## src/design/ccl_pkg.sv

```systemverilog
// ----------------------------------------------------------------------------
// CRC framed command link package
// Shared widths, codes, CRC step function and controller/datapath bundles.
// ----------------------------------------------------------------------------
package ccl_pkg;

  localparam int KIND_W    = 2;
  localparam int CMD_W     = 8;
  localparam int LEN_W     = 6;
  localparam int BYTE_W    = 8;
  localparam int VERDICT_W = 2;
  localparam int RETRY_W   = 4;
  localparam int POS_W     = 3;
  localparam int CRC_W     = 16;
  localparam int CRC_STEPS = 8;

  // Input item kinds.
  localparam logic [KIND_W-1:0] KIND_TX      = 2'd0;
  localparam logic [KIND_W-1:0] KIND_REPLY   = 2'd1;
  localparam logic [KIND_W-1:0] KIND_TIMEOUT = 2'd2;

  // Result kinds.
  localparam logic OUT_FRAME   = 1'b0;
  localparam logic OUT_VERDICT = 1'b1;

  localparam logic [CRC_W-1:0]   CRC_INIT      = 16'hFFFF;
  localparam logic [CRC_W-1:0]   CRC_POLY      = 16'hA001;
  localparam logic [BYTE_W-1:0]  SYNC_HI       = 8'hFF;
  localparam logic [BYTE_W-1:0]  SYNC_LO       = 8'hFE;
  localparam logic [BYTE_W-1:0]  STATUS_OK     = 8'h00;
  localparam logic [BYTE_W-1:0]  REPLY_MAX_LEN = 8'd3;
  localparam logic [RETRY_W-1:0] RETRY_RESET   = 4'd3;

  // Positions of the fields inside a seven byte reply.
  localparam logic [POS_W-1:0] RPOS_LEN    = 3'd2;
  localparam logic [POS_W-1:0] RPOS_STATUS = 3'd3;
  localparam logic [POS_W-1:0] RPOS_ECHO   = 3'd4;
  localparam logic [POS_W-1:0] RPOS_CRC_HI = 3'd5;
  localparam logic [POS_W-1:0] RPOS_CRC_LO = 3'd6;

  typedef enum logic [VERDICT_W-1:0] {
    VERDICT_ACK         = 2'd0,
    VERDICT_RESEND      = 2'd1,
    VERDICT_GIVE_UP     = 2'd2,
    VERDICT_NO_RESPONSE = 2'd3
  } ccl_verdict_t;

  typedef enum logic [1:0] {
    CRC_TX,
    CRC_RX,
    CRC_RS
  } ccl_crc_sel_t;

  typedef enum logic [3:0] {
    EM_SYNC_HI,
    EM_SYNC_LO,
    EM_LEN,
    EM_CMD,
    EM_DATA,
    EM_MEM,
    EM_TX_HI,
    EM_TX_LO,
    EM_RS_HI,
    EM_RS_LO,
    EM_VERDICT
  } ccl_emit_sel_t;

  typedef struct packed {
    logic          item_latch;
    logic          msg_start;
    logic          mem_wr;
    logic          tx_pc_clear;
    logic          crc_start;
    ccl_crc_sel_t  crc_sel;
    logic          reply_capture;
    logic          reply_advance;
    logic          reply_clear;
    logic          retries_inc;
    logic          retries_clr;
    logic          rs_init;
    logic          rs_read;
    logic          rs_idx_inc;
    logic          emit;
    ccl_emit_sel_t emit_sel;
    ccl_verdict_t  emit_verdict;
    logic          emit_last;
  } ccl_cmd_t;

  typedef struct packed {
    logic [KIND_W-1:0] kind;
    logic              first;
    logic              len_zero;
    logic              tx_last_byte;
    logic              tx_done;
    logic              rx_hit;
    logic              pos_zero;
    logic              pos_last;
    logic              reply_ok;
    logic              retry_avail;
    logic              rs_more;
    logic              crc_busy;
    logic              out_free;
  } ccl_status_t;

  // One bit of the reflected CRC-16/MODBUS shift.
  function automatic logic [CRC_W-1:0] crc_step(input logic [CRC_W-1:0] c);
    return c[0] ? ((c >> 1) ^ CRC_POLY) : (c >> 1);
  endfunction

endpackage

```

## src/design/ccl_if.sv

```systemverilog
// ----------------------------------------------------------------------------
// CRC framed command link channels
// Valid/ready channels for input items and for result items.
// ----------------------------------------------------------------------------
interface ccl_item_if;
  import ccl_pkg::*;

  logic              valid;
  logic              ready;
  logic [KIND_W-1:0] kind;
  logic [CMD_W-1:0]  command;
  logic [LEN_W-1:0]  payload_length;
  logic [BYTE_W-1:0] data_byte;

  modport source (output valid, kind, command, payload_length, data_byte, input ready);
  modport sink   (input valid, kind, command, payload_length, data_byte, output ready);
endinterface

interface ccl_result_if;
  import ccl_pkg::*;

  logic                 valid;
  logic                 ready;
  logic                 out_kind;
  logic [BYTE_W-1:0]    frame_byte;
  logic [VERDICT_W-1:0] verdict;
  logic                 run_end;

  modport source (output valid, out_kind, frame_byte, verdict, run_end, input ready);
  modport sink   (input valid, out_kind, frame_byte, verdict, run_end, output ready);
endinterface

```

## src/design/ccl_datapath.sv

```systemverilog
// ----------------------------------------------------------------------------
// CRC framed command link datapath
// Payload memory, CRC engine, reply collector, retry count and result register.
// ----------------------------------------------------------------------------
module ccl_datapath #(
  parameter int MAX_PAYLOAD = 32
) (
  input  logic                           clk,
  input  logic                           rst,
  input  logic                           cfg_wr_en,
  input  logic [ccl_pkg::RETRY_W-1:0]    cfg_wr_data,
  input  logic [ccl_pkg::KIND_W-1:0]     kind,
  input  logic [ccl_pkg::CMD_W-1:0]      command,
  input  logic [ccl_pkg::LEN_W-1:0]      payload_length,
  input  logic [ccl_pkg::BYTE_W-1:0]     data_byte,
  input  ccl_pkg::ccl_cmd_t              cmd,
  output ccl_pkg::ccl_status_t           status,
  output logic                           out_valid,
  input  logic                           out_ready,
  output logic                           out_kind,
  output logic [ccl_pkg::BYTE_W-1:0]     frame_byte,
  output logic [ccl_pkg::VERDICT_W-1:0]  verdict,
  output logic                           run_end
);
  import ccl_pkg::*;

  localparam int AW = (MAX_PAYLOAD > 1) ? $clog2(MAX_PAYLOAD) : 1;
  localparam logic [LEN_W-1:0] MAX_LEN = LEN_W'(MAX_PAYLOAD);

  // Latched input item.
  logic [KIND_W-1:0] item_kind;
  logic [CMD_W-1:0]  item_cmd;
  logic [LEN_W-1:0]  item_plen;
  logic [BYTE_W-1:0] item_db;

  // Message state.
  logic [CMD_W-1:0]  sent_command;
  logic [LEN_W-1:0]  sent_length;
  logic [LEN_W-1:0]  payload_count;
  logic [CRC_W-1:0]  tx_crc;

  // Reply collector.
  logic [POS_W-1:0]  reply_position;
  logic [CRC_W-1:0]  rx_crc;
  logic [BYTE_W-1:0] reply_length;
  logic [BYTE_W-1:0] reply_status_byte;
  logic [BYTE_W-1:0] reply_echo;
  logic [BYTE_W-1:0] reply_crc_high;

  logic [RETRY_W-1:0] retries_used;
  logic [RETRY_W-1:0] retry_limit;

  // Resend walker.
  logic [CRC_W-1:0]  rs_crc;
  logic [LEN_W-1:0]  rs_idx;
  logic [BYTE_W-1:0] rd_data;
  logic [BYTE_W-1:0] payload_mem [MAX_PAYLOAD];

  // CRC engine.
  ccl_crc_sel_t      crc_sel_q;
  ccl_crc_sel_t      crc_target;
  logic [POS_W-1:0]  crc_cnt;
  logic              crc_busy;
  logic              crc_we;
  logic [CRC_W-1:0]  crc_cur;
  logic [BYTE_W-1:0] crc_byte;
  logic [CRC_W-1:0]  crc_new;

  logic [LEN_W-1:0]  plen_sat;
  logic [BYTE_W-1:0] pos_off;
  logic              out_free;

  logic              em_kind;
  logic [BYTE_W-1:0] em_byte;
  ccl_verdict_t      em_verdict;

  assign plen_sat = (item_plen > MAX_LEN) ? MAX_LEN : item_plen;
  assign pos_off  = {{(BYTE_W-POS_W){1'b0}}, reply_position}
                  - {{(BYTE_W-POS_W){1'b0}}, RPOS_ECHO};
  assign out_free = !out_valid || out_ready;

  always_comb begin
    status              = '0;
    status.kind         = item_kind;
    status.first        = (payload_count == '0);
    status.len_zero     = (sent_length == '0);
    status.tx_last_byte = ({1'b0, payload_count} + {{LEN_W{1'b0}}, 1'b1})
                          >= {1'b0, sent_length};
    status.tx_done      = (payload_count >= sent_length);
    status.rx_hit       = (reply_position >= RPOS_ECHO) && (pos_off < reply_length);
    status.pos_zero     = (reply_position == '0);
    status.pos_last     = (reply_position == RPOS_CRC_LO);
    status.reply_ok     = (reply_status_byte == STATUS_OK) &&
                          (reply_length <= REPLY_MAX_LEN) &&
                          (reply_crc_high == rx_crc[CRC_W-1:BYTE_W]) &&
                          (item_db == rx_crc[BYTE_W-1:0]) &&
                          (reply_echo == sent_command);
    status.retry_avail  = (retries_used < retry_limit);
    status.rs_more      = (rs_idx < sent_length);
    status.crc_busy     = crc_busy;
    status.out_free     = out_free;
  end

  // The engine works on one of three CRC registers, one bit per cycle.
  always_comb begin
    crc_target = cmd.crc_start ? cmd.crc_sel : crc_sel_q;
    crc_we     = cmd.crc_start || crc_busy;
    case (crc_target)
      CRC_TX:  crc_cur = tx_crc;
      CRC_RX:  crc_cur = rx_crc;
      CRC_RS:  crc_cur = rs_crc;
      default: crc_cur = tx_crc;
    endcase
    crc_byte = (crc_target == CRC_RS) ? rd_data : item_db;
    crc_new  = crc_step(cmd.crc_start ? (crc_cur ^ {{(CRC_W-BYTE_W){1'b0}}, crc_byte})
                                      : crc_cur);
  end

  always_comb begin
    em_kind    = OUT_FRAME;
    em_verdict = VERDICT_ACK;
    case (cmd.emit_sel)
      EM_SYNC_HI: em_byte = SYNC_HI;
      EM_SYNC_LO: em_byte = SYNC_LO;
      EM_LEN:     em_byte = {{(BYTE_W-LEN_W){1'b0}}, sent_length};
      EM_CMD:     em_byte = sent_command;
      EM_DATA:    em_byte = item_db;
      EM_MEM:     em_byte = rd_data;
      EM_TX_HI:   em_byte = tx_crc[CRC_W-1:BYTE_W];
      EM_TX_LO:   em_byte = tx_crc[BYTE_W-1:0];
      EM_RS_HI:   em_byte = rs_crc[CRC_W-1:BYTE_W];
      EM_RS_LO:   em_byte = rs_crc[BYTE_W-1:0];
      EM_VERDICT: begin
        em_kind    = OUT_VERDICT;
        em_byte    = '0;
        em_verdict = cmd.emit_verdict;
      end
      default:    em_byte = '0;
    endcase
  end

  always_ff @(posedge clk) begin
    if (cmd.item_latch) begin
      item_kind <= kind;
      item_cmd  <= command;
      item_plen <= payload_length;
      item_db   <= data_byte;
    end
    if (cmd.emit) begin
      out_kind   <= em_kind;
      frame_byte <= em_byte;
      verdict    <= em_verdict;
      run_end    <= cmd.emit_last;
    end
  end

  always_ff @(posedge clk) begin
    if (cmd.mem_wr) begin
      payload_mem[payload_count[AW-1:0]] <= item_db;
    end
    if (cmd.rs_read) begin
      rd_data <= payload_mem[rs_idx[AW-1:0]];
    end
  end

  always_ff @(posedge clk) begin
    if (rst) begin
      sent_command      <= '0;
      sent_length       <= '0;
      payload_count     <= '0;
      tx_crc            <= CRC_INIT;
      reply_position    <= '0;
      rx_crc            <= CRC_INIT;
      reply_length      <= '0;
      reply_status_byte <= '0;
      reply_echo        <= '0;
      reply_crc_high    <= '0;
      retries_used      <= '0;
      retry_limit       <= RETRY_RESET;
      rs_crc            <= CRC_INIT;
      rs_idx            <= '0;
      crc_sel_q         <= CRC_TX;
      crc_cnt           <= '0;
      crc_busy          <= 1'b0;
      out_valid         <= 1'b0;
    end else begin
      if (cfg_wr_en) begin
        retry_limit <= cfg_wr_data;
      end

      if (cmd.msg_start) begin
        sent_command <= item_cmd;
        sent_length  <= plen_sat;
      end

      if (cmd.mem_wr) begin
        payload_count <= payload_count + 1'b1;
      end else if (cmd.tx_pc_clear) begin
        payload_count <= '0;
      end

      if (cmd.msg_start) begin
        tx_crc <= CRC_INIT;
      end else if (crc_we && crc_target == CRC_TX) begin
        tx_crc <= crc_new;
      end

      if (cmd.reply_clear) begin
        rx_crc <= CRC_INIT;
      end else if (crc_we && crc_target == CRC_RX) begin
        rx_crc <= crc_new;
      end

      if (cmd.rs_init) begin
        rs_crc <= CRC_INIT;
      end else if (crc_we && crc_target == CRC_RS) begin
        rs_crc <= crc_new;
      end

      if (cmd.crc_start) begin
        crc_sel_q <= cmd.crc_sel;
        crc_cnt   <= POS_W'(CRC_STEPS - 1);
        crc_busy  <= 1'b1;
      end else if (crc_busy) begin
        crc_cnt <= crc_cnt - 1'b1;
        if (crc_cnt == POS_W'(1)) begin
          crc_busy <= 1'b0;
        end
      end

      if (cmd.reply_capture) begin
        case (reply_position)
          RPOS_LEN:    reply_length      <= item_db;
          RPOS_STATUS: reply_status_byte <= item_db;
          RPOS_ECHO:   reply_echo        <= item_db;
          RPOS_CRC_HI: reply_crc_high    <= item_db;
          default: begin
          end
        endcase
      end

      if (cmd.reply_clear) begin
        reply_position    <= '0;
        reply_length      <= '0;
        reply_status_byte <= '0;
        reply_echo        <= '0;
        reply_crc_high    <= '0;
      end else if (cmd.reply_advance) begin
        reply_position <= reply_position + 1'b1;
      end

      if (cmd.msg_start || cmd.retries_clr) begin
        retries_used <= '0;
      end else if (cmd.retries_inc) begin
        retries_used <= retries_used + 1'b1;
      end

      if (cmd.rs_init) begin
        rs_idx <= '0;
      end else if (cmd.rs_idx_inc) begin
        rs_idx <= rs_idx + 1'b1;
      end

      if (cmd.emit) begin
        out_valid <= 1'b1;
      end else if (out_ready) begin
        out_valid <= 1'b0;
      end
    end
  end

endmodule

```

## src/design/ccl_controller.sv

```systemverilog
// ----------------------------------------------------------------------------
// CRC framed command link controller
// Sequences frame output, reply collection, verdicts and resends.
// ----------------------------------------------------------------------------
module ccl_controller (
  input  logic                  clk,
  input  logic                  rst,
  input  logic                  item_valid,
  output logic                  item_ready,
  output ccl_pkg::ccl_cmd_t     cmd,
  input  ccl_pkg::ccl_status_t  status
);
  import ccl_pkg::*;

  typedef enum logic [4:0] {
    ST_IDLE,
    ST_DECODE,
    ST_H_SYNC_HI,
    ST_H_SYNC_LO,
    ST_H_LEN,
    ST_H_CMD,
    ST_T_DATA,
    ST_T_WAIT,
    ST_T_HI,
    ST_T_LO,
    ST_R_WAIT,
    ST_R_NEXT,
    ST_J_VERDICT,
    ST_NO_RESP,
    ST_S_READ,
    ST_S_BYTE,
    ST_S_WAIT,
    ST_S_HI,
    ST_S_LO
  } state_t;

  state_t       state;
  state_t       state_next;
  logic         resend_mode;
  logic         resend_mode_next;
  logic         judge_ok;
  logic         judge_ok_next;
  ccl_verdict_t verdict_code;

  assign item_ready = (state == ST_IDLE);

  always_comb begin
    if (judge_ok) begin
      verdict_code = VERDICT_ACK;
    end else if (status.retry_avail) begin
      verdict_code = VERDICT_RESEND;
    end else begin
      verdict_code = VERDICT_GIVE_UP;
    end
  end

  always_comb begin
    cmd              = '0;
    state_next       = state;
    resend_mode_next = resend_mode;
    judge_ok_next    = judge_ok;
    case (state)
      ST_IDLE: begin
        if (item_valid) begin
          cmd.item_latch = 1'b1;
          state_next     = ST_DECODE;
        end
      end
      ST_DECODE: begin
        case (status.kind)
          KIND_TX: begin
            if (status.first) begin
              cmd.msg_start    = 1'b1;
              resend_mode_next = 1'b0;
              state_next       = ST_H_SYNC_HI;
            end else begin
              state_next = ST_T_DATA;
            end
          end
          KIND_REPLY: begin
            cmd.reply_capture = 1'b1;
            cmd.crc_start     = status.rx_hit;
            cmd.crc_sel       = CRC_RX;
            state_next        = ST_R_WAIT;
          end
          KIND_TIMEOUT: begin
            if (status.pos_zero) begin
              state_next = ST_NO_RESP;
            end else begin
              judge_ok_next = 1'b0;
              state_next    = ST_J_VERDICT;
            end
          end
          default: state_next = ST_IDLE;
        endcase
      end
      ST_H_SYNC_HI: begin
        if (status.out_free) begin
          cmd.emit     = 1'b1;
          cmd.emit_sel = EM_SYNC_HI;
          state_next   = ST_H_SYNC_LO;
        end
      end
      ST_H_SYNC_LO: begin
        if (status.out_free) begin
          cmd.emit     = 1'b1;
          cmd.emit_sel = EM_SYNC_LO;
          state_next   = ST_H_LEN;
        end
      end
      ST_H_LEN: begin
        if (status.out_free) begin
          cmd.emit     = 1'b1;
          cmd.emit_sel = EM_LEN;
          state_next   = ST_H_CMD;
        end
      end
      ST_H_CMD: begin
        if (status.out_free) begin
          cmd.emit     = 1'b1;
          cmd.emit_sel = EM_CMD;
          state_next   = resend_mode ? ST_S_READ : ST_T_DATA;
        end
      end
      ST_T_DATA: begin
        if (status.len_zero) begin
          state_next = ST_T_HI;
        end else if (status.out_free) begin
          cmd.emit      = 1'b1;
          cmd.emit_sel  = EM_DATA;
          cmd.emit_last = !status.tx_last_byte;
          cmd.mem_wr    = 1'b1;
          cmd.crc_start = 1'b1;
          cmd.crc_sel   = CRC_TX;
          state_next    = ST_T_WAIT;
        end
      end
      ST_T_WAIT: begin
        if (!status.crc_busy) begin
          state_next = status.tx_done ? ST_T_HI : ST_IDLE;
        end
      end
      ST_T_HI: begin
        if (status.out_free) begin
          cmd.emit     = 1'b1;
          cmd.emit_sel = EM_TX_HI;
          state_next   = ST_T_LO;
        end
      end
      ST_T_LO: begin
        if (status.out_free) begin
          cmd.emit        = 1'b1;
          cmd.emit_sel    = EM_TX_LO;
          cmd.emit_last   = 1'b1;
          cmd.tx_pc_clear = 1'b1;
          state_next      = ST_IDLE;
        end
      end
      ST_R_WAIT: begin
        if (!status.crc_busy) begin
          state_next = ST_R_NEXT;
        end
      end
      ST_R_NEXT: begin
        if (status.pos_last) begin
          judge_ok_next = status.reply_ok;
          state_next    = ST_J_VERDICT;
        end else begin
          cmd.reply_advance = 1'b1;
          state_next        = ST_IDLE;
        end
      end
      ST_J_VERDICT: begin
        if (status.out_free) begin
          cmd.emit         = 1'b1;
          cmd.emit_sel     = EM_VERDICT;
          cmd.emit_verdict = verdict_code;
          cmd.reply_clear  = 1'b1;
          if (verdict_code == VERDICT_RESEND) begin
            cmd.retries_inc  = 1'b1;
            cmd.rs_init      = 1'b1;
            resend_mode_next = 1'b1;
            state_next       = ST_H_SYNC_HI;
          end else begin
            cmd.emit_last   = 1'b1;
            cmd.retries_clr = 1'b1;
            state_next      = ST_IDLE;
          end
        end
      end
      ST_NO_RESP: begin
        if (status.out_free) begin
          cmd.emit         = 1'b1;
          cmd.emit_sel     = EM_VERDICT;
          cmd.emit_verdict = VERDICT_NO_RESPONSE;
          cmd.emit_last    = 1'b1;
          cmd.retries_clr  = 1'b1;
          cmd.reply_clear  = 1'b1;
          state_next       = ST_IDLE;
        end
      end
      ST_S_READ: begin
        if (status.rs_more) begin
          cmd.rs_read = 1'b1;
          state_next  = ST_S_BYTE;
        end else begin
          state_next = ST_S_HI;
        end
      end
      ST_S_BYTE: begin
        if (status.out_free) begin
          cmd.emit       = 1'b1;
          cmd.emit_sel   = EM_MEM;
          cmd.crc_start  = 1'b1;
          cmd.crc_sel    = CRC_RS;
          cmd.rs_idx_inc = 1'b1;
          state_next     = ST_S_WAIT;
        end
      end
      ST_S_WAIT: begin
        if (!status.crc_busy) begin
          state_next = ST_S_READ;
        end
      end
      ST_S_HI: begin
        if (status.out_free) begin
          cmd.emit     = 1'b1;
          cmd.emit_sel = EM_RS_HI;
          state_next   = ST_S_LO;
        end
      end
      ST_S_LO: begin
        if (status.out_free) begin
          cmd.emit      = 1'b1;
          cmd.emit_sel  = EM_RS_LO;
          cmd.emit_last = 1'b1;
          state_next    = ST_IDLE;
        end
      end
      default: state_next = ST_IDLE;
    endcase
  end

  always_ff @(posedge clk) begin
    if (rst) begin
      state       <= ST_IDLE;
      resend_mode <= 1'b0;
      judge_ok    <= 1'b0;
    end else begin
      state       <= state_next;
      resend_mode <= resend_mode_next;
      judge_ok    <= judge_ok_next;
    end
  end

  a_emit_has_slot: assert property (@(posedge clk) disable iff (rst)
    cmd.emit |-> status.out_free)
    else $error("result emitted while the output register is still full");

  a_crc_not_restarted: assert property (@(posedge clk) disable iff (rst)
    cmd.crc_start |-> !status.crc_busy)
    else $error("CRC engine started while a byte update is in progress");

  a_idle_crc_quiet: assert property (@(posedge clk) disable iff (rst)
    (state == ST_IDLE) |-> !status.crc_busy)
    else $error("controller idle while the CRC engine is still busy");

  a_busy_after_start: assert property (@(posedge clk) disable iff (rst)
    (status.crc_busy && !$past(status.crc_busy)) |-> $past(cmd.crc_start))
    else $error("CRC engine became busy without a start command");

  a_mem_single_port: assert property (@(posedge clk) disable iff (rst)
    !(cmd.mem_wr && cmd.rs_read))
    else $error("payload memory written and read in the same cycle");

endmodule

```

## src/design/crc_framed_command_link.sv

```systemverilog
// ----------------------------------------------------------------------------
// CRC framed command link
// Builds CRC-16/MODBUS command frames, checks replies and resends on failure.
// ----------------------------------------------------------------------------
// A middle payload byte is emitted after its transaction is latched, and the
// block takes no new item until the bit serial CRC engine has finished that
// byte. A first item also emits the four header bytes, a last item the two CRC
// bytes. A reply byte is captured and may also enter the reply CRC first.
// A resend reads each stored payload byte from memory and runs it through the CRC.
// Reset is synchronous; the payload memory is never cleared.
// ----------------------------------------------------------------------------
module crc_framed_command_link #(
  parameter int MAX_PAYLOAD = 32
) (
  input  logic                        clk,
  input  logic                        rst,
  input  logic                        cfg_wr_en,
  input  logic [ccl_pkg::RETRY_W-1:0] cfg_wr_data,
  ccl_item_if.sink                    items,
  ccl_result_if.source                results
);
  import ccl_pkg::*;

  // The controller and the datapath talk only through these two bundles.
  ccl_cmd_t    cmd;
  ccl_status_t status;

  // The controller takes one item at a time. It returns to idle as soon as
  // the last result of an item sits in the output register, so the next
  // transaction can be accepted while that result still waits downstream.
  ccl_controller u_ctrl (
    .clk        (clk),
    .rst        (rst),
    .item_valid (items.valid),
    .item_ready (items.ready),
    .cmd        (cmd),
    .status     (status)
  );

  // The datapath holds the payload memory used for resends, the shared CRC
  // engine that serves the transmit, reply and resend checksums, the reply
  // collector, the retry count and the result register.
  ccl_datapath #(
    .MAX_PAYLOAD (MAX_PAYLOAD)
  ) u_dp (
    .clk            (clk),
    .rst            (rst),
    .cfg_wr_en      (cfg_wr_en),
    .cfg_wr_data    (cfg_wr_data),
    .kind           (items.kind),
    .command        (items.command),
    .payload_length (items.payload_length),
    .data_byte      (items.data_byte),
    .cmd            (cmd),
    .status         (status),
    .out_valid      (results.valid),
    .out_ready      (results.ready),
    .out_kind       (results.out_kind),
    .frame_byte     (results.frame_byte),
    .verdict        (results.verdict),
    .run_end        (results.run_end)
  );

endmodule
```

## src/flat_wrapper.sv

```systemverilog
// flat-port wrapper written by rule: the top's interface ports become plain ports
module crc_framed_command_link_flat import ccl_pkg::*;
#(
  parameter int MAX_PAYLOAD = 32
)
  (clk, rst, cfg_wr_en, cfg_wr_data, items_valid, items_kind, items_command, items_payload_length, items_data_byte, items_ready, results_valid, results_out_kind, results_frame_byte, results_verdict, results_run_end, results_ready);
  ccl_item_if items_i ();
  ccl_result_if results_i ();
  input  logic clk;
  input  logic rst;
  input  logic cfg_wr_en;
  input  logic [ccl_pkg::RETRY_W-1:0] cfg_wr_data;
  input wire logic [$bits(items_i.valid)-1:0] items_valid;
  input wire logic [$bits(items_i.kind)-1:0] items_kind;
  input wire logic [$bits(items_i.command)-1:0] items_command;
  input wire logic [$bits(items_i.payload_length)-1:0] items_payload_length;
  input wire logic [$bits(items_i.data_byte)-1:0] items_data_byte;
  output wire logic [$bits(items_i.ready)-1:0] items_ready;
  output wire logic [$bits(results_i.valid)-1:0] results_valid;
  output wire logic [$bits(results_i.out_kind)-1:0] results_out_kind;
  output wire logic [$bits(results_i.frame_byte)-1:0] results_frame_byte;
  output wire logic [$bits(results_i.verdict)-1:0] results_verdict;
  output wire logic [$bits(results_i.run_end)-1:0] results_run_end;
  input wire logic [$bits(results_i.ready)-1:0] results_ready;
  assign items_i.valid = items_valid;
  assign items_i.kind = items_kind;
  assign items_i.command = items_command;
  assign items_i.payload_length = items_payload_length;
  assign items_i.data_byte = items_data_byte;
  assign items_ready = items_i.ready;
  assign results_valid = results_i.valid;
  assign results_out_kind = results_i.out_kind;
  assign results_frame_byte = results_i.frame_byte;
  assign results_verdict = results_i.verdict;
  assign results_run_end = results_i.run_end;
  assign results_i.ready = results_ready;
  crc_framed_command_link #(.MAX_PAYLOAD(MAX_PAYLOAD)) u_core (.clk(clk), .rst(rst), .cfg_wr_en(cfg_wr_en), .cfg_wr_data(cfg_wr_data), .items(items_i), .results(results_i));
endmodule
```

## config.mk

```make
export PLATFORM = sky130hd
export DESIGN_NAME = crc_framed_command_link_flat
export DESIGN_NICKNAME = d
export VERILOG_FILES = /design/src/design/ccl_pkg.sv /design/src/design/ccl_if.sv /design/src/design/ccl_datapath.sv /design/src/design/ccl_controller.sv /design/src/design/crc_framed_command_link.sv /design/src/flat_wrapper.sv
export SDC_FILE = /design/constraint.sdc
export NUM_CORES = 1
export LEC_CHECK = 0
export ABC_AREA = 1
export BUFFER_PORTS_ARGS = -buffer_cell sky130_fd_sc_hd__buf_2
export CORE_MARGIN = 2
export CORE_UTILIZATION = 45
export DETAILED_ROUTE_END_ITERATION = 12
export PLACE_DENSITY = 0.66
export SLEW_MARGIN = 0
export SYNTH_ARGS = -nofsm -noshare
export SYNTH_HDL_FRONTEND = slang
export SYNTH_SLANG_ARGS = --single-unit
```

## constraint.sdc

```tcl
create_clock -name clk -period 5.6 [get_ports clk]
set_input_delay 0 -clock clk [delete_from_list [all_inputs] [get_ports clk]]
set_output_delay 0 -clock clk [all_outputs]
set_load 0.1 [all_outputs]
```

## Word-level counts from Yosys, hierarchy flattened

Memory sizes are Yosys's and may differ from the RTL's. A register that Yosys moved wholly into a read port is not among the register bits.
Cells that the tools add are included.

| storage, ports and cells | value |
|---|---|
| word-level logic and storage cells | 247 |
| bits of input ports | 33 |
| memories kept | 1 |
| bits in writable memories | 256 |
| output and inout bits | 14 |
| register bits | 167 |

Memories:

| name | depth | width | rd ports | clocked after Yosys merged registers in | wr ports | RTL line | text |
|---|---|---|---|---|---|---|---|
| u_core.u_dp.payload_mem | 32 | 8 | 1 | 1 | 1 | ccl_datapath.sv:57 | `logic [BYTE_W-1:0] payload_mem [MAX_PAYLOAD];` |

| cells by class | value |
|---|---|
| reduce and logical (&&, ||, !) cells | 39 |
| multiplexer cells | 99 |
| $lt $le $gt $ge | 8 |
| equality and inequality tests | 62 |
| bitwise logic cells | 2 |
| add/sub/neg operators | 7 |

Operators by type and width:

| kind | count |
|---|---|
| 5-bit 2-to-1 mux | 26 |
| 5-bit one-hot mux with 17 select lines | 1 |
| 8-bit one-hot mux with 10 select lines | 1 |
| 5-bit one-hot mux with 12 select lines | 1 |
| 5-bit by 4-bit == test with 1-bit output, second input constant | 8 |
| 1-bit 2-to-1 mux | 37 |
| 16-bit 2-to-1 mux | 2 |
| 16-bit one-hot mux with 2 select lines | 1 |
| 2-bit != test, second input constant | 14 |
| 8-bit == test | 3 |
| 6-bit 2-to-1 mux | 4 |
| 8-bit 2-to-1 mux | 3 |
| 5-bit by 3-bit == test with 1-bit output, second input constant | 4 |
| 4-bit 2-to-1 mux | 5 |
| 3-bit 2-to-1 mux | 6 |
| 4-bit by 3-bit == test with 1-bit output, second input constant | 4 |
| 16-bit by 8-bit XOR with 16-bit output | 1 |
| 5-bit == test, second input constant | 3 |
| 5-bit one-hot mux with 3 select lines | 1 |
| 14-bit AND reduction | 1 |
| 6-bit by 1-bit adder with 6-bit output, second input constant | 2 |
| 4-bit == test, second input constant | 3 |
| 6-bit zero test | 2 |
| 5-bit by 2-bit == test with 1-bit output, second input constant | 2 |
| 43 further kinds | 82 |

## Longest topological paths before layout

Gate-level depths: netlist (run 1).

| logic depth | value |
|---|---|
| word-level depth | 12 |
| gate-level depth with buffers | 26 |
| depth with buffers taken out | 26 |

## By module

From an unflattened synthesis (run 1), not the netlist that was laid out.

| unflattened totals | value |
|---|---|
| cell total of the unflattened synthesis | 2247 |
| area, all modules | 20164.3 µm² |

By module, submodules not included:

| module | sequential area each (µm²) | instances | area an instance (µm²) | cells each |
|---|---|---|---|---|
| ccl_datapath | 11491.0 | 1 | 18958.2 | 2040 |
| ccl_controller | 140.1 | 1 | 1206.2 | 207 |

## Worst setup path before layout (run 1)

OpenSTA, ideal clock, no wires.

| path | value |
|---|---|
| kind | register -> register |
| start point | register u_core.u_dp.out_valid |
| end point | register u_core.u_dp.rx_crc[0] |
| clock period less this slack | 3.543 ns |
| setup time | 0.115 ns |
| cell stages (with the launch flop) | 22 |
| arrival | 3.428 ns |
| buffers on the path | 0 |
| slack | 2.057 ns |
| data required time | 5.485 ns |
| cell sequence | dfxtp_1 -> inv_1 -> nor2_4 -> nor2_4 -> nor2_4 -> inv_1 -> o21ai_0 -> inv_1 -> ha_1 -> clkinv_1 -> nand2_1 -> nand2_1 -> inv_1 -> or2_2 -> nand2_1 -> inv_1 -> nand2_1 -> nand2_1 -> nand2_1 -> nand2_1 -> nand2_1 -> nand2_1 |

| on the way | value |
|---|---|
| longest elaborated chain between the ends | 12 |
| elaborated cells between the ends (all ways) | 21 |
| classes of those cells | 2 x eq/ne; 12 x mux; 2 x bitwise; 5 x reduce/logical |

Ends and longest elaborated chain:

| item | RTL line | text |
|---|---|---|
| from (decl) | ccl_datapath.sv:18 | `output logic out_valid,` |
| from (signal assigned) | ccl_datapath.sv:185 | `out_valid <= 1'b0;` |
| from (signal assigned) | ccl_datapath.sv:265 | `out_valid <= 1'b1;` |
| from (signal assigned) | ccl_datapath.sv:267 | `out_valid <= 1'b0;` |
| 1-bit zero test * | ccl_datapath.sv:80 | `assign out_free = !out_valid \|\| out_ready;` |
| 1-bit logical OR * | ccl_datapath.sv:80 |  |
| 3-bit 2-to-1 mux | ccl_controller.sv:128 | `end else if (status.out_free) begin` |
| 3-bit 2-to-1 mux | ccl_controller.sv:126 | `if (status.len_zero) begin` |
| 3-bit one-hot mux with 3 select lines * | ccl_controller.sv:62 | `case (state)` |
| 2-bit 2-to-1 mux * | n/a |  |
| named net u_core.u_dp.crc_target[0] | ccl_datapath.sv:61 | `ccl_crc_sel_t crc_target;` |
| 2-bit == test / 2-bit by 1-bit == test with 1-bit output (equally long branches) | ccl_datapath.sv:108, ccl_datapath.sv:114, ccl_datapath.sv:210 |  |
| 16-bit one-hot mux with 2 select lines / 8-bit 2-to-1 mux (equally long branches) | ccl_datapath.sv:108, ccl_datapath.sv:114 |  |
| 16-bit by 8-bit XOR with 16-bit output | ccl_datapath.sv:115 | `crc_new = crc_step(cmd.crc_start ? (crc_cur ^ {{(CRC_W-BYTE_W){1'b0}}, crc_byte})` |
| 16-bit 2-to-1 mux | ccl_datapath.sv:115 |  |
| 2-bit NOT with 3-bit output (no line) | n/a |  |
| 16-bit 2-to-1 mux | ccl_pkg.sv:107 | `return c[0] ? ((c >> 1) ^ CRC_POLY) : (c >> 1);` |
| to (signal assigned) | ccl_datapath.sv:211 | `rx_crc <= crc_new;` |
| to (decl) | ccl_datapath.sv:44 | `logic [CRC_W-1:0] rx_crc;` |

The timed path passes the listed nets; every way through them passes the cells marked *.
A chain may end at the register's enable or synchronous reset.

## Worst setup path after layout (run 1)

| path | value |
|---|---|
| start point | register u_core.u_dp.reply_position[2] |
| end point | register u_core.u_dp.rx_crc[0] |

| on the way | value |
|---|---|
| longest elaborated chain between the ends | 12 |
| elaborated cells between the ends (all ways) | 17 |
| classes of those cells | 1 x add/sub; 2 x order compare; 2 x eq/ne; 7 x mux; 2 x bitwise; 3 x reduce/logical |

Ends and longest elaborated chain:

| item | RTL line | text |
|---|---|---|
| from (decl) | ccl_datapath.sv:43 | `logic [POS_W-1:0] reply_position;` |
| from (signal assigned) | ccl_datapath.sv:249 | `reply_position <= reply_position + 1'b1;` |
| 3-bit by 3-bit subtractor with 4-bit output | ccl_datapath.sv:79 | `- {{(BYTE_W-POS_W){1'b0}}, RPOS_ECHO};` |
| 8-bit less-than comparator | ccl_datapath.sv:90 | `status.rx_hit = (reply_position >= RPOS_ECHO) && (pos_off < reply_length);` |
| 1-bit logical AND * | ccl_datapath.sv:90 |  |
| 4-bit 2-to-1 mux * | ccl_controller.sv:70 | `case (status.kind)` |
| 3-bit one-hot mux with 3 select lines * | ccl_controller.sv:62 |  |
| 2-bit 2-to-1 mux * | n/a |  |
| named net u_core.u_dp.crc_target[0] | ccl_datapath.sv:61 |  |
| 2-bit == test / 2-bit by 1-bit == test with 1-bit output (equally long branches) | ccl_datapath.sv:108, ccl_datapath.sv:114, ccl_datapath.sv:210 |  |
| 16-bit one-hot mux with 2 select lines / 8-bit 2-to-1 mux (equally long branches) | ccl_datapath.sv:108, ccl_datapath.sv:114 |  |
| 16-bit by 8-bit XOR with 16-bit output | ccl_datapath.sv:115 |  |
| 16-bit 2-to-1 mux | ccl_datapath.sv:115 |  |
| 2-bit NOT with 3-bit output (no line) | n/a |  |
| 16-bit 2-to-1 mux | ccl_pkg.sv:107 |  |

Marks and branches as above.

==> results of run 1 <==
==> cell families after synthesis <==
group | share of synthesized area
AO/OA/AOI/OAI | 0.141
buffers and inverters | 0.0547
adder cells (fa/ha/maj) | 0.0308
AND/OR/NAND/NOR | 0.156
XOR/XNOR | 0.00871
flip-flops | 0.609
==> flip-flops by register name, indices dropped and copies added (netlist names), 8 cells and up <==
name / flops
u_core.u_dp.frame_byte: 8
u_core.u_dp.item_cmd: 8
u_core.u_dp.item_db: 8
u_core.u_dp.payload_mem: 256
u_core.u_dp.rd_data: 8
u_core.u_dp.reply_crc_high: 8
u_core.u_dp.reply_echo: 8
u_core.u_dp.reply_length: 8
u_core.u_dp.reply_status_byte: 8
u_core.u_dp.rs_crc: 16
u_core.u_dp.rx_crc: 16
u_core.u_dp.sent_command: 8
u_core.u_dp.tx_crc: 16
==> path summary, 6_finish.rpt <==
path                                                    from                                        to  slack, ns  cells after the start
setup / recovery  u_core.u_dp.reply_position[2]$_SDFFE_PP0P_        u_core.u_dp.rx_crc[0]$_SDFFE_PP1P_       1.45                     25
setup reg to reg  u_core.u_dp.reply_position[2]$_SDFFE_PP0P_        u_core.u_dp.rx_crc[0]$_SDFFE_PP1P_       1.45                     25
hold reg to reg     u_core.u_dp.reply_length[0]$_SDFFE_PP0P_  u_core.u_dp.reply_length[0]$_SDFFE_PP0P_       0.46                      2
hold / removal                       items_payload_length[5]        u_core.u_dp.item_plen[5]$_DFFE_PP_       0.10                      2
==> power groups by stage <==
stage | Clock, mW | Combinational, mW | Sequential, mW
floorplan | 0 | 0.469 | 4.22
global placement | 0 | 1.23 | 3.87
detailed placement | 0 | 1.24 | 3.88
CTS | 3.44 | 1.27 | 3.81
global route | 3.56 | 1.36 | 3.83
finish | 3.39 | 1.27 | 3.81
==> layout make-up <==
| type | instances | area share |
|---|---|---|
| inverter | 177 | 0.0305 |
| clock buffer | 64 | 0.0603 |
| clock inverter | 24 | 0.0182 |
| sequential | 431 | 0.531 |
| timing repair buffer | 105 | 0.0353 |
| tap | 539 | 0.0308 |
| multi-input combinational | 1247 | 0.294 |
==> routing by layer <==
layer	GRT usage	wire, um	part of all wire	up-vias
met3	0.0352	3960	0.075	111
met1	0.342	22900	0.44	7039
met4	0.0976	1810	0.035	0
li1	-	-	-	6913
met5	0	0	0	-
met2	0.369	23900	0.45	593
==> cells in the final DEF, fill, tap and decap left out, types with 19 or more instances in the layout <==
master and count:
buf_4 19, o211ai_1 37, o21ai_0 229, nand2_1 326
dfxtp_1 129, dlygate4sd3_1 40, inv_1 167, clkbuf_16 48
o22ai_1 57, edfxtp_1 300, ha_1 47, a21oi_1 104
nand4_1 20, nor2_1 231, o221ai_1 19, buf_2 46
nand3_1 75
==> cells in the mapped netlist, drive strengths merged (37+ instances only) <==
cell type | count | area (um^2)
ha | 47 | 588
clkbuf | 58 | 218
o21ai | 229 | 1150
o22ai | 57 | 357
nand3 | 77 | 403
a21oi | 104 | 521
o211ai | 37 | 278
nand2 | 334 | 1280
nor2 | 243 | 965
edfxtp | 300 | 9010
dfxtp | 131 | 2620
inv | 173 | 652
==> through the flow <==
| step | utilization | hold WS (ns) | power [mW] |
|---|---|---|---|
| after floorplan | - | 0.0989 | 4.69 |
| after global placement | 0.472 | 0.176 | 5.10 |
| after detailed placement | 0.472 | 0.178 | 5.11 |
| after CTS | 0.522 | 0.0754 | 8.51 |
| after global routing | 0.522 | 0.103 | 8.75 |
| final | 0.522 | 0.102 | 8.47 |
==> critical path: cells and delay by family, from the launching register on <==
| family | cells | cell delay [ns] |
|---|---|---|
| compound gates | 1 | 0.26 |
| fa+ha+maj | 2 | 1.18 |
| buf+inv | 5 | 0.49 |
| flops | 1 | 0.37 |
| simple gates | 17 | 1.73 |
==> impl_metrics.tcl, run 1 <==
set metrics [dict create \
    vias_per_cell 5.67 \
    grt-ovfl-total 0 \
    die_x_um 210 \
    core_mm2 0.0419 \
    path_max_fanout 29 \
    min_period_ns 4.15 \
    fin_area_mm2 0.0219 \
    cp.required_ns 6.09 \
    tns_ns 0 \
    ios 47 \
    p_int_mw 6.03 \
    synth_edf_count 300 \
    place_area_mm2 0.0198 \
    synthCells 1940 \
    path_clk_slew_ns 0.06 \
    cts_tree "done" \
    ys_async_sr_fraction 0 \
    synth.ff_latch_count 431 \
    initial_core_util 0.456 \
    swShare 0.288 \
    grt_pass1_vias 13900 \
    hp-class "in -> reg" \
    dieArea_mm2 0.0441 \
    clock_latency_ns 0.60 \
    dr.pass1.iters 5 \
    synthesis.area_mm2 0.0191 \
    cts_resized 0 \
    numCtsBuffers 47 \
    vdd_drop_max_mv 0.364 \
    routabilityCongestion 0.925 \
    switching_power_mw 2.44 \
    port_buffers 46 \
    antenna_cells 0 \
    grt_max_degree 76 \
    grt_use_total 0.239 \
    nets 2089 \
    critPathArrivalTime_ns 4.64 \
    dpl_worst_slack_ns 1.58 \
    power_frac_seq 0.450 \
    cp_slowest_cell "ha_1" \
    drive_above_1_share 0.0854 \
    root_buffer "clkbuf_16" \
    pwr-share-clk 0.400 \
    synthFlopType "edfxtp_1" \
    clk_path_buf_depth 3 \
    antenna_found_initial 0 \
    p_comb_frac 0.150 \
    rows 75 \
    final_cells 2587 \
    finalCritPeriodShare 0.742 \
    hold_buffers 40 \
    dp_hpwl_mm 34.1 \
    fp.dieH_um 210 \
    path_class "reg -> reg" \
    register_area_mm2 0.0116 \
    placed_cells 2459 \
    drc 0 \
    h-tree-depth 2 \
    antenna_left 0 \
    drv_slew 0 \
    fmax_ghz 0.241 \
    wl_per_cell_um 20.3 \
    max_stage_delay_ns 0.82 \
    endpoint_kind "flip-flop" \
    rsz0062_at_grt "no" \
    ys_seq_area_frac 0.609 \
    drt_wl_total_mm 52.5 \
    hold_viol_final 0 \
    worst_slack_ns 1.45 \
    fillers 3693 \
    powerDensity_mw_per_mm2 387 \
    slew-limit-headroom 0.278 \
    synth_area_per_cell_um2 9.85 \
    p_leak_nw 8.08 \
    synth_cell_types 46 \
    finClkSkew_ns 0.0205 \
    outcome "finished clean" \
    drt_iter0_markers 1510 \
    area_delta_synth_final_pct 14.6 \
    worst_slew_pin_slew_ns 1.08 \
    vias 14700 \
    cts.sinks 431 \
    cp-start-kind "flip-flop" \
    post_cts_buffers 0 \
    grt_pass1_wl_mm 80.7 \
    cap_violations 0 \
    setup_violations 0 \
    multi_input_area_mm2 0.00643 \
    crit_top_cell "nand2_1" \
    synth_warnings 0 \
    synth_nets 2020 \
]
Power figures use the tool's default switching activity.
==> inputs of run 2 (changes only) <==
--- a/config.mk
+++ b/config.mk
@@ -10,7 +10,7 @@
 export CORE_MARGIN = 2
 export CORE_UTILIZATION = 45
 export DETAILED_ROUTE_END_ITERATION = 12
-export PLACE_DENSITY = 0.66
+export PLACE_DENSITY = 0.68
 export SLEW_MARGIN = 0
 export SYNTH_ARGS = -nofsm -noshare
 export SYNTH_HDL_FRONTEND = slang
==> constraint.sdc (replaced) <==
create_clock -name clk -period 3.75 [get_ports clk]
set_input_delay 0 -clock clk [delete_from_list [all_inputs] [get_ports clk]]
set_output_delay 0 -clock clk [all_outputs]
set_load 0.1 [all_outputs]
==> run 2 against run 1 <==
Design area is 1.1% lower. Count of clock-buffer cells in the layout is 11 lower. Critical path depth is 2 lower. Critical endpoint unchanged. Largest power group unchanged. Highest routed layer unchanged.
==> impl_metrics.tcl, run 2 (synthesis gave the netlist of run 1 again) <==
set metrics [dict create \
    setup_violations 0 \
    r2r_end "u_core.u_dp.rx_crc[0]$_SDFFE_PP1P_" \
    drc 0 \
    rsz0062_at_grt "no" \
    ios 47 \
    r2r_cells 23 \
    grt-ovfl-total 0 \
    dieArea_mm2 0.0441 \
    use_met1 0.328 \
    path_class "reg -> reg" \
    clock_latency_ns 0.57 \
    die_x_um 210 \
    path_clk_slew_ns 0.06 \
    antenna_left 0 \
    drive_above_1_share 0.0898 \
    fillers 3661 \
    fp.dieH_um 210 \
    drv_slew 0 \
    vdd_drop_max_mv 0.652 \
    clk_path_buf_depth 3 \
    wl_per_cell_um 20.0 \
    placed_cells 2480 \
    vias 14800 \
    port_buffers 46 \
    numCtsBuffers 43 \
    finClkSkew_ns 0.0209 \
    dr.pass1.iters 5 \
    powerDensity_mw_per_mm2 536 \
    vias_per_cell 5.68 \
    worst_slew_pin_slew_ns 1.06 \
    cp-endpoint "u_core.u_dp.rx_crc[0]$_SDFFE_PP1P_" \
    cp-start-kind "flip-flop" \
    min_period_ns 3.42 \
    grt_use_total 0.235 \
    timing.reg2reg.setup_slack_ns 0.33 \
    grt_pass1_vias 13900 \
    largest_reg_flops 256 \
    fmax_ghz 0.292 \
    p_leak_nw 8.00 \
    cts_tree "done" \
    grt.busiest_layer "met2" \
    final_cells 2598 \
    drt_iter0_markers 1589 \
    min-delay-start "items_valid" \
    tns_ns 0 \
    nets 2109 \
    root_buffer "clkbuf_16" \
    hp-class "in -> reg" \
    cp-startpoint "u_core.u_dp.reply_position[2]$_SDFFE_PP0P_" \
    dp_hpwl_mm 34.3 \
    critPathArrivalTime_ns 3.87 \
    core_mm2 0.0419 \
    h-tree-depth 2 \
    initial_core_util 0.456 \
    path_max_fanout 25 \
    hold_viol_final 0 \
    drt_wl_total_mm 52.0 \
    use_met3 0.0422 \
    grt_max_degree 72 \
    final_common_cell "nand2_1" \
    cts.sinks 431 \
    use_met2 0.363 \
    cp.required_ns 4.20 \
    outcome "finished clean" \
    routabilityCongestion 0.926 \
    slew-limit-headroom 0.294 \
    area_delta_synth_final_pct 13.4 \
    antenna_cells 0 \
    cap_violations 0 \
    antenna_found_initial 0 \
    rows 75 \
    grt_pass1_wl_mm 79.7 \
    endpoint_kind "flip-flop" \
    finalCritPeriodShare 0.913 \
    r2r_start "u_core.u_dp.reply_position[2]$_SDFFE_PP0P_" \
    layout_common_cells "325 x nand2_1, 300 x edfxtp_1, 231 x nor2_1" \
]
## run 2: how the worst min path moves through the flow
stage                                                endpoint  slack [ns]  depth (start not counted)
after global placement       u_core.u_dp.item_db[7]$_DFFE_PP_        0.18                          1
after CTS                 u_core.u_ctrl.state[4]$_SDFFE_PP0P_        0.04                          7
after global routing         u_core.u_dp.item_db[0]$_DFFE_PP_         0.1                          4
after detailed placement    u_core.u_dp.item_cmd[4]$_DFFE_PP_        0.18                          1
after floorplan             u_core.u_dp.item_cmd[0]$_DFFE_PP_         0.1                          0
final                       u_core.u_dp.item_cmd[7]$_DFFE_PP_        0.06                          4
## run 2: report_power, final
part	total (mW)	leakage [nW]	internal [mW]	switching (mW)
sequential	5.67	3.76	5.53	0.138
clock	4.06	0.636	2.23	1.83
combinational	1.88	3.60	0.357	1.53
total	11.6	8.00	8.12	3.49
## run 2: through the flow
| stage | hold slack [ns] | total power [mW] | cell area (um^2) | setup slack [ns] | util |
|---|---|---|---|---|---|
| after global routing | 0.0958 | 12.0 | 21700 | 0.00934 | 0.516 |
| after detailed placement | 0.178 | 7.60 | 19900 | 0.350 | 0.475 |
| after CTS | 0.0435 | 11.6 | 21600 | 0.301 | 0.515 |
| after global placement | 0.176 | 7.57 | 19900 | 0.504 | 0.475 |
| final | 0.0648 | 11.6 | 21700 | 0.327 | 0.516 |
| after floorplan | 0.0989 | 7.00 | 19100 | 0.207 | - |
## run 2: metal layers
metal / vias up / wire length [um]
met5: - / 0
met4: 0 / 2010
met3: 129 / 4180
met2: 604 / 23400
met1: 7084 / 22400
li1: 6949 / -
## run 2: cell type report
cell class,instances,area (um^2),share of cell area
Sequential cell,431,11600,0.537
Tap cell,539,674,0.0311
Clock buffer,53,1130,0.0523
Inverter,177,672,0.0310
Clock inverter,22,163,0.00751
Timing Repair Buffer,129,946,0.0437
Multi-Input combinational cell,1247,6440,0.297
## run 2: what timing repair did
action	CTS	global route
buffers inserted	0	5
gates resized for setup	0	3
endpoints found under the setup margin	0	13
hold buffers	38	0
endpoints found under the hold margin	43	0
## run 2: critical path, stage by stage (launching register included)
cell        delay, ns
dfxtp_1          0.42
clkinvlp_4       0.21
ha_1             0.35
nand2_1          0.09
inv_1            0.05
nand2_1          0.06
nand3_1          0.07
nor2_1           0.12
nand2_2          0.17
o21ai_1          0.19
inv_1            0.10
ha_1             0.26
buf_4            0.24
nand2_1          0.09
nand3_1          0.07
o21ai_0          0.14
xor2_1           0.20
nand2_1          0.07
nand2_1          0.10
inv_1            0.04
nand2_1          0.05
nand2_1          0.08
nand2_1          0.07
nand2_1          0.05
==> inputs of run 3 (changes only) <==
--- a/config.mk
+++ b/config.mk
@@ -9,6 +9,7 @@
 export BUFFER_PORTS_ARGS = -buffer_cell sky130_fd_sc_hd__buf_2
 export CORE_MARGIN = 2
 export CORE_UTILIZATION = 45
+export CTS_BUF_LIST = sky130_fd_sc_hd__clkbuf_8
 export DETAILED_ROUTE_END_ITERATION = 12
 export PLACE_DENSITY = 0.68
 export SLEW_MARGIN = 0
==> run 3 against run 2 <==
Combinational power about the same. Highest routed layer unchanged. Sequential cell count unchanged. Sequential share of layout area decreased by 0.17 points. Die area unchanged. Critical path depth unchanged. Non-clock buffer count increased by 1. Final cell count increased by 1.9%. Worst setup slack improved by 0.086 ns. Design area increased by 0.32%. Largest cell class unchanged. Register-to-register slack improved by 0.09 ns. Clock power decreased by 2%. Total power decreased by 0.71%. Critical endpoint is now u_core.u_dp.rs_crc[0]$_SDFFE_PP1P_.
==> impl_metrics.tcl, run 3 (synthesis gave the netlist of run 1 again) <==
set metrics [dict create \
    cp_slowest_cell "dfxtp_1" \
    cap_violations 0 \
    layout_common_cells "325 x nand2_1, 300 x edfxtp_1, 231 x nor2_1" \
    holdWs_ns 0.102 \
    wl_per_cell_um 19.8 \
    clock_latency_ns 0.61 \
    path_class "reg -> reg" \
    r2r_start "u_core.u_dp.reply_position[2]$_SDFFE_PP0P_" \
    nets 2138 \
    largest_reg_flops 256 \
    powerDensity_mw_per_mm2 530 \
    finalCritPeriodShare 0.890 \
    cp-start-kind "flip-flop" \
    slew-limit-headroom 0.297 \
    die_x_um 210 \
    drv_slew 0 \
    dr.pass1.iters 7 \
    placed_cells 2480 \
    vdd_drop_max_mv 0.651 \
    drt_wl_total_mm 52.3 \
    path_max_fanout 25 \
    tns_ns 0 \
    setup_violations 0 \
    drt_iter0_markers 1638 \
    fp.dieH_um 210 \
    grt-ovfl-total 0 \
    antenna_cells 0 \
    root_buffer "clkbuf_8" \
    finClkSkew_ns 0.0295 \
    grt_use_total 0.236 \
    final_cells 2648 \
    ios 47 \
    cts.sinks 431 \
    critPathArrivalTime_ns 3.83 \
    power_mw 11.5 \
    routabilityCongestion 0.926 \
    fillers 3690 \
    grt_pass1_vias 14100 \
    initial_core_util 0.456 \
    antenna_left 0 \
    place_area_mm2 0.0199 \
    r2r_end "u_core.u_dp.rs_crc[0]$_SDFFE_PP1P_" \
    crit_top_cell "nand2_1" \
    p_leak_nw 8.14 \
    timing.reg2reg.setup_slack_ns 0.41 \
    vias 14900 \
    cts_tree "done" \
    r2r_cells 23 \
    clk_path_buf_depth 3 \
    max_stage_delay_ns 0.42 \
    cp-startpoint "u_core.u_dp.reply_position[2]$_SDFFE_PP0P_" \
    rsz0062_at_grt "no" \
    rows 75 \
    dieArea_mm2 0.0441 \
    area_delta_synth_final_pct 13.7 \
    cp-endpoint "u_core.u_dp.rs_crc[0]$_SDFFE_PP1P_" \
    worst_slew_pin_slew_ns 1.05 \
    drc 0 \
    port_buffers 46 \
    h-tree-depth 3 \
    numCtsBuffers 71 \
    multi_input_area_mm2 0.00644 \
    fmax_ghz 0.300 \
    grt_max_degree 72 \
    drive_above_1_share 0.105 \
    grt_pass1_wl_mm 80.8 \
    outcome "finished clean" \
    cp.required_ns 4.24 \
    antenna_found_initial 0 \
    hold_viol_final 0 \
    crit_chain "clkinvlp_4 > ha_1 > nand2_1 > inv_1 > nand2_1 > nand3_1 > nor2_1 > nand2_2 > o21ai_2 > inv_1 > ha_1 > buf_4 > nand2_1 > nand3_1 > o21ai_0 > xor2_1 > nand2_1 > nand2_1 > inv_1 > nand2_1 > nand2_1 > nand2_1 > nand2_1" \
    hp-class "in -> reg" \
    register_area_mm2 0.0116 \
    endpoint_kind "flip-flop" \
    min_period_ns 3.34 \
    fin_area_mm2 0.0217 \
    final_common_cell "nand2_1" \
    core_mm2 0.0419 \
    path_clk_slew_ns 0.06 \
    dp_hpwl_mm 34.3 \
    vias_per_cell 5.63 \
    holdPathStages 2 \
]
[run 3: how the worst min path moves through the flow]
stage / start / endpoint / slack [ns]
5_1_grt: items_command[6] / u_core.u_dp.item_cmd[6]$_DFFE_PP_ / 0.09
3_5_place_dp: items_command[4] / u_core.u_dp.item_cmd[4]$_DFFE_PP_ / 0.18
4_1_cts: items_data_byte[7] / u_core.u_dp.item_db[7]$_DFFE_PP_ / 0.07
3_3_place_gp: items_data_byte[7] / u_core.u_dp.item_db[7]$_DFFE_PP_ / 0.18
6_report: items_data_byte[3] / u_core.u_dp.item_db[3]$_DFFE_PP_ / 0.10
2_1_floorplan: items_command[0] / u_core.u_dp.item_cmd[0]$_DFFE_PP_ / 0.1
[run 3: metrics by stage]
stage	util	setup WS [ns]
after floorplan	-	0.207
after global routing	0.518	0.0514
after detailed placement	0.475	0.350
final	0.518	0.413
after global placement	0.475	0.504
after CTS	0.517	0.305
[run 3: cell type report]
type	instances	area share
sequential	431	0.535
clock buffer	76	0.0481
clock inverter	48	0.0141
tap	539	0.0310
multi-input combinational	1247	0.296
timing repair buffer	130	0.0440
inverter	177	0.0309
[run 3: routing by layer]
layer / global-route usage / part of all wire / up-vias / routed length (um)
met4: 0.0907 / 0.033 / 0 / 1720
li1: - / - / 7017 / -
met5: 0 / 0 / - / 0
met2: 0.367 / 0.45 / 629 / 23800
met3: 0.0378 / 0.076 / 120 / 3980
met1: 0.335 / 0.44 / 7140 / 22800
[run 3: critical path: cells and delay by family, from the launching register on]
| family | cells | cell delay, ns |
|---|---|---|
| AOI/OAI and AO/OA | 2 | 0.28 |
| DFF | 1 | 0.42 |
| xor gates and xnor gates | 1 | 0.21 |
| buffers and inverters | 5 | 0.60 |
| adders and majority gates | 2 | 0.61 |
| and+or+nand+nor | 13 | 1.08 |
[run 3: what timing repair did]
item,in CTS,in global routing
buffers inserted,0,5
endpoints found under the hold margin,46,0
resized for setup,0,4
setup endpoints to repair,0,15
hold buffers,39,0
[run 3: report_power, final]
| group | total [mW] | internal, mW | switching, mW | leakage (nW) |
|---|---|---|---|---|
| combinational | 1.89 | 0.358 | 1.53 | 3.61 |
| clock | 3.97 | 2.09 | 1.88 | 0.764 |
| sequential | 5.67 | 5.53 | 0.137 | 3.76 |
| total | 11.5 | 7.98 | 3.54 | 8.14 |
